$ cat config.mk
export PLATFORM = sky130hd
export DESIGN_NAME = tta_ctrl
export DESIGN_NICKNAME = d
export VERILOG_FILES = /design/src/rtl/tta_pkg.sv /design/src/rtl/tta_ctrl.sv
export SDC_FILE = /design/constraint.sdc
export NUM_CORES = 1
export LEC_CHECK = 0
export BUFFER_PORTS_ARGS = -buffer_cell sky130_fd_sc_hd__clkbuf_2
export CAP_MARGIN = 25
export CORE_MARGIN = 3
export CORE_UTILIZATION = 42
export DETAILED_ROUTE_END_ITERATION = 7
export PLACE_DENSITY = 0.75
export SLEW_MARGIN = 20
export SYNTH_ARGS = -nofsm -noshare
export SYNTH_HDL_FRONTEND = slang
export SYNTH_SLANG_ARGS = --single-unit
$ cat constraint.sdc
create_clock -name clock -period 1.6 [get_ports clock]
set_input_delay 0.32 -clock clock [delete_from_list [all_inputs] [get_ports clock]]
set_output_delay 0.32 -clock clock [all_outputs]
set_load 0.02 [all_outputs]
$ cat src/rtl/tta_pkg.sv
package tta_pkg;

   // field widths
   localparam int IDX_W      = 12;
   localparam int POS_W      = 48;
   localparam int UV_W       = 32;
   localparam int COMP_W     = 16;
   localparam int UNIT_SHIFT = 14;

   // front-end arithmetic
   localparam int DELTA_W = 17;
   localparam int PROD_W  = 34;
   localparam int RAW_W   = 36;

   // normaliser
   localparam int NORM_TOP   = 21;
   localparam int NORM_BOT   = 20;
   localparam int COARSE     = 8;
   localparam int M_W        = 21;
   localparam int SQ_W       = 44;
   localparam int LEN_W      = 22;
   localparam int NUM_W      = 36;
   localparam int Q_W        = 15;
   localparam int ROOT_STEPS = 22;

   // defaults for top-level parameters
   localparam int VERTEX_DEPTH_DEF = 4096;
   localparam int COUNT_BITS_DEF   = 16;

   // normaliser source select
   localparam logic NSEL_RAW = 1'b0;
   localparam logic NSEL_SUM = 1'b1;

   // corner codes
   localparam logic [1:0] CORNER_A = 2'd0;
   localparam logic [1:0] CORNER_B = 2'd1;
   localparam logic [1:0] CORNER_C = 2'd2;

   typedef struct packed {
      logic [IDX_W-1:0] index_a;
      logic [IDX_W-1:0] index_b;
      logic [IDX_W-1:0] index_c;
      logic [POS_W-1:0] position_a;
      logic [POS_W-1:0] position_b;
      logic [POS_W-1:0] position_c;
      logic [UV_W-1:0]  uv_a;
      logic [UV_W-1:0]  uv_b;
      logic [UV_W-1:0]  uv_c;
   } req_type;

   typedef struct packed {
      logic [IDX_W-1:0]         vertex_index;
      logic signed [COMP_W-1:0] tangent_x;
      logic signed [COMP_W-1:0] tangent_y;
      logic signed [COMP_W-1:0] tangent_z;
      logic                     degenerate;
      logic                     last_corner;
   } rsp_type;

   typedef struct packed {
      logic       load;
      logic       delta;
      logic       prod;
      logic       raw;
      logic       norm_start;
      logic       norm_sel;
      logic       unit_save;
      logic       blend_mul;
      logic       blend_sum;
      logic       cor_save;
      logic       cor_bad;
      logic       emit;
      logic       clr_step;
      logic [1:0] corner;
   } cmd_type;

   typedef struct packed {
      logic clr_last;
      logic norm_done;
      logic tri_ok;
      logic rsp_free;
   } stat_type;

endpackage

$ cat src/rtl/tta_ctrl.sv
module tta_ctrl (
   input  logic              clock,
   input  logic              reset,
   input  logic              req_valid,
   output logic              req_stall,
   output tta_pkg::cmd_type  cmd,
   input  tta_pkg::stat_type stat
);

   localparam logic [3:0] S_CLEAR  = 4'd0;
   localparam logic [3:0] S_IDLE   = 4'd1;
   localparam logic [3:0] S_DELTA  = 4'd2;
   localparam logic [3:0] S_PROD   = 4'd3;
   localparam logic [3:0] S_RAW    = 4'd4;
   localparam logic [3:0] S_NORM_T = 4'd5;
   localparam logic [3:0] S_WAIT_T = 4'd6;
   localparam logic [3:0] S_RD     = 4'd7;
   localparam logic [3:0] S_RDW    = 4'd8;
   localparam logic [3:0] S_SUM    = 4'd9;
   localparam logic [3:0] S_NORM_C = 4'd10;
   localparam logic [3:0] S_WAIT_C = 4'd11;
   localparam logic [3:0] S_EMIT   = 4'd12;

   logic [3:0] state_ff, state_in;
   logic [1:0] corner_ff, corner_in;
   logic       accept;

   assign req_stall = (state_ff != S_IDLE);
   assign accept    = req_valid && !req_stall;

   always_comb begin
      state_in  = state_ff;
      corner_in = corner_ff;
      cmd       = '0;
      cmd.corner = corner_ff;
      unique case (state_ff)
         S_CLEAR: begin
            cmd.clr_step = 1'b1;
            if (stat.clr_last) state_in = S_IDLE;
         end
         S_IDLE: begin
            if (accept) begin
               cmd.load = 1'b1;
               state_in = S_DELTA;
            end
         end
         S_DELTA: begin
            cmd.delta = 1'b1;
            state_in  = S_PROD;
         end
         S_PROD: begin
            cmd.prod = 1'b1;
            state_in = S_RAW;
         end
         S_RAW: begin
            cmd.raw  = 1'b1;
            state_in = S_NORM_T;
         end
         S_NORM_T: begin
            cmd.norm_start = 1'b1;
            cmd.norm_sel   = tta_pkg::NSEL_RAW;
            state_in       = S_WAIT_T;
         end
         S_WAIT_T: begin
            if (stat.norm_done) begin
               cmd.unit_save = 1'b1;
               corner_in     = tta_pkg::CORNER_A;
               state_in      = S_RD;
            end
         end
         S_RD: state_in = S_RDW;
         S_RDW: begin
            if (stat.tri_ok) begin
               cmd.blend_mul = 1'b1;
               state_in      = S_SUM;
            end else begin
               cmd.cor_bad = 1'b1;
               state_in    = S_EMIT;
            end
         end
         S_SUM: begin
            cmd.blend_sum = 1'b1;
            state_in      = S_NORM_C;
         end
         S_NORM_C: begin
            cmd.norm_start = 1'b1;
            cmd.norm_sel   = tta_pkg::NSEL_SUM;
            state_in       = S_WAIT_C;
         end
         S_WAIT_C: begin
            cmd.norm_sel = tta_pkg::NSEL_SUM;
            if (stat.norm_done) begin
               cmd.cor_save = 1'b1;
               state_in     = S_EMIT;
            end
         end
         S_EMIT: begin
            if (stat.rsp_free) begin
               cmd.emit = 1'b1;
               if (corner_ff == tta_pkg::CORNER_C) begin
                  state_in = S_IDLE;
               end else begin
                  corner_in = corner_ff + 1'b1;
                  state_in  = S_RD;
               end
            end
         end
         default: state_in = S_CLEAR;
      endcase
   end

   always_ff @(posedge clock) begin
      if (reset) begin
         state_ff  <= S_CLEAR;
         corner_ff <= tta_pkg::CORNER_A;
      end else begin
         state_ff  <= state_in;
         corner_ff <= corner_in;
      end
   end

`ifndef SYNTHESIS
   a_done_in_wait: assert property (@(posedge clock) disable iff (reset)
      stat.norm_done |-> (state_ff == S_WAIT_T || state_ff == S_WAIT_C))
      else $error("normaliser finished outside a wait state");
   a_accept_starts: assert property (@(posedge clock) disable iff (reset)
      accept |=> (state_ff == S_DELTA))
      else $error("accepted beat did not start the front end");
   a_emit_free: assert property (@(posedge clock) disable iff (reset)
      cmd.emit |-> stat.rsp_free)
      else $error("result overwritten while still held");
   a_corner_range: assert property (@(posedge clock) disable iff (reset)
      corner_ff != 2'd3)
      else $error("corner counter out of range");
`endif

endmodule
==> qor.json <==
{
  "synthesis": {
    "synth.distinct_cells": 34,
    "syn-num-nets": 87,
    "ys_async_sr_fraction_pct": 0,
    "post_synth_instance_area_um2": 572,
    "syn-instance-count": 79,
    "synth_top_flop_cell": "sky130_fd_sc_hd__dfxtp_1",
    "synth_area_per_cell_um2": 7.24,
    "synth-seq-area-share_pct": 21.0,
    "synth_warnings": 0,
    "synth_edf_count": 0,
    "synth-seq-cells": 6
  },
  "sta": {
    "layout_min_cycle_time_ps": 1610,
    "postLayoutSetupSlackWorst_ps": -10.8,
    "slew_headroom_pct": 82.0,
    "setup_viol": 1,
    "final.period_utilization_pct": 101,
    "final.setup_skew_ps": 1.23,
    "max_slew.worst_pin.slew_ps": 267,
    "hold_violations": 0,
    "achievable-frequency_mhz": 621,
    "final_max_slew_viol_count": 0
  },
  "worst_setup_path": {
    "crit_path_end_kind": "output port",
    "startpoint_type": "register",
    "critPathRequiredTime_ps": 1280,
    "worst_path_arrival_ps": 1290,
    "crit_path_cell_trace": "nor2b_4 -> nor3b_1 -> buf_2",
    "critical_path.max_fanout": 10,
    "cpMaxStageDelayCell": "sky130_fd_sc_hd__dfxtp_4",
    "setup.worst_path.class": "register to output port",
    "critical_path.max_stage_delay_ps": 400
  },
  "placed_design": {
    "place_inst": 115,
    "placement.io_buffers": 22,
    "post-place-ws_ps": 87.8,
    "place.gp.congestion": 0.882,
    "dp_hpwl_um": 1200
  },
  "global_routing": {
    "largest_net_degree_at_the_start_of_global_routing": 13,
    "first_global_vias": 595,
    "grt_antenna_before_repair": 0,
    "grt_remaining_overflow": 0,
    "grt_first_pass_wirelength_um": 2530,
    "aggregate_global_route_resource_usage_pct": 18.1
  },
  "die": {
    "floorplan.die.height_um": 42.9,
    "core.rowCount": 12,
    "initial_utilization_pct": 48.2,
    "design.portCount": 23,
    "die_area_um2": 1840,
    "die_w_um": 42.9,
    "design.core.area_um2": 1190
  },
  "run_status": {
    "status": "finished, violations left",
    "failed_checks": "setup timing"
  },
  "routing": {
    "drcViolationCount": 0,
    "drt-wirelength-per-cell_um": 15.0,
    "drt_first_pass_iters": 4,
    "drt-initial-drc-count": 19,
    "vias": 702,
    "routed_wirelength_um": 1780,
    "post_drt_via_cell_ratio": 5.90,
    "detail-route-antenna-nets": 0
  },
  "clock_network": {
    "cts_root_buffer": "sky130_fd_sc_hd__clkbuf_4",
    "number_of_h_tree_levels": 1,
    "cts_tree": "built",
    "clk_sink_count": 6,
    "clk_pin_slew_worst_paths_ps": 50,
    "cts_buffers": 3,
    "worstSkewPairLatency_ps": 250,
    "cts_hold_repair.buffers": 0,
    "clockBufferDepth": 2
  },
  "layout": {
    "layout.filler_cells": 94,
    "diodes": 0,
    "finish.cell_count_without_fillers": 119,
    "post_route_cells_drive_above_1_share_pct": 46.7,
    "syn2layout_area_growth_pct": 46.4,
    "final_layout_net_count": 115
  },
  "power": {
    "pwr_density_cell_nw_per_um2": 768,
    "maximum_resistive_drop_on_vdd_mv": 0.595,
    "static-leakage-power_uw": 0.000371
  },
  "min_path": {
    "hold_path_class": "input pin to register"
  },
  "run": {
    "drv_cap": 0
  }
}
[critical path, delay by kind of cell, from the launching register on]
kind / cells / cell delay [ps]
and+or+nand+nor: 2 / 430
DFF: 1 / 400
buffers and inverters: 1 / 210
[routing by layer]
metal | track usage (%) | part of all wire [%] | vias to the layer above
met5 | 0 | 0 | -
met4 | 5.59 | 0.90 | 0
met3 | 6.36 | 6.1 | 2
met2 | 29.9 | 50 | 24
met1 | 21.5 | 43 | 334
li1 | - | - | 342
[worst paths after layout]
kind | slack [ps] | endpoint | start | cells past startpoint
max | -10 | cmd[11] | state_ff[2] | 3
min | 360 | corner_ff[0] | reset | 2
max reg2reg | 110 | state_ff[0] | state_ff[1] | 4
min reg2reg | 510 | corner_ff[0] | corner_ff[0] | 2
[state kept, by name (all words and copies together) (netlist names)]
signal	cells
corner_ff	2
state_ff	4
[Yosys cell counts, drive strengths merged, types with 2 or more instances]
library cell / n / share of area, %
a21oi: 5 / 4.4
dfxtp: 6 / 21
and2: 3 / 3.3
nand2: 4 / 2.6
o21ai: 4 / 3.5
nor2b: 4 / 4.4
inv: 2 / 1.3
nand3b: 2 / 2.6
o31ai: 3 / 3.9
nand4b: 2 / 3.1
nor2: 7 / 4.6
and3: 3 / 3.3
nand2b: 3 / 3.3
buf: 5 / 5.9
nor3: 7 / 6.1
clkbuf: 2 / 1.3
nor3b: 2 / 2.6
mux2: 2 / 3.9
[per-stage QoR]
step / setup TNS (ps) / power [µW] / utilization, % / cell area, µm² / hold WS (ps)
after global routing: -87.4 / 678 / 70.6 / 837 / 369
after global placement: 0 / 438 / 60.4 / 717 / 495
after CTS: -33.6 / 604 / 64.3 / 763 / 349
final: -10.8 / 643 / 70.6 / 837 / 364
after floorplan: 0 / 369 / - / 578 / 389
after detailed placement: 0 / 443 / 60.4 / 717 / 501
[repair_timing]
action / CTS / global route
buffers inserted: 0 / 1
resized for setup: 10 / 23
pin swaps: 0 / 1
setup endpoints to repair: 12 / 13
[power by group]
| part | switching (µW) | internal [µW] | leakage, µW | total (µW) |
|---|---|---|---|---|
| logic | 164 | 135 | 0.000306 | 299 |
| registers | 31.6 | 161 | 0.0000513 | 193 |
| clock network | 65.5 | 85.6 | 0.0000138 | 151 |
| total | 261 | 382 | 0.000371 | 643 |
[layout by cell type (no fill, tap or decap), drive strengths merged, types with 2 or more instances in the layout]
cell type	synthesis	final
a21oi	5	5
and2	3	3
and3	3	3
buf	5	14
clkbuf	2	19
dfxtp	6	6
inv	2	2
mux2	2	2
nand2	4	4
nand2b	3	3
nand3b	2	2
nand4b	2	2
nor2	7	7
nor2b	4	4
nor3	7	7
nor3b	2	2
o21ai	4	4
o31ai	3	3
[cell type report]
cell class              instances  area, µm²  area share (%)
multi-input cells              64        469            56.1
flip-flops and latches          6        133            15.8
inverters                       2       7.51           0.897
clock buffers                   3       22.5            2.69
repair buffers                 30        188            22.4
well taps                      14       17.5            2.09
[logic make-up (layout without fill, tap and decap cells)]
kind of cell	after synthesis	after routing	share of synthesized area [%]
fa+ha+maj	1	1	2.19
simple gates	42	42	42.0
compound gates	18	18	20.8
xor+xnor	1	1	1.53
mux	2	2	3.94
flops	6	6	21.0
buf+inv	9	35	8.53
(Power assumes the default switching activity.)
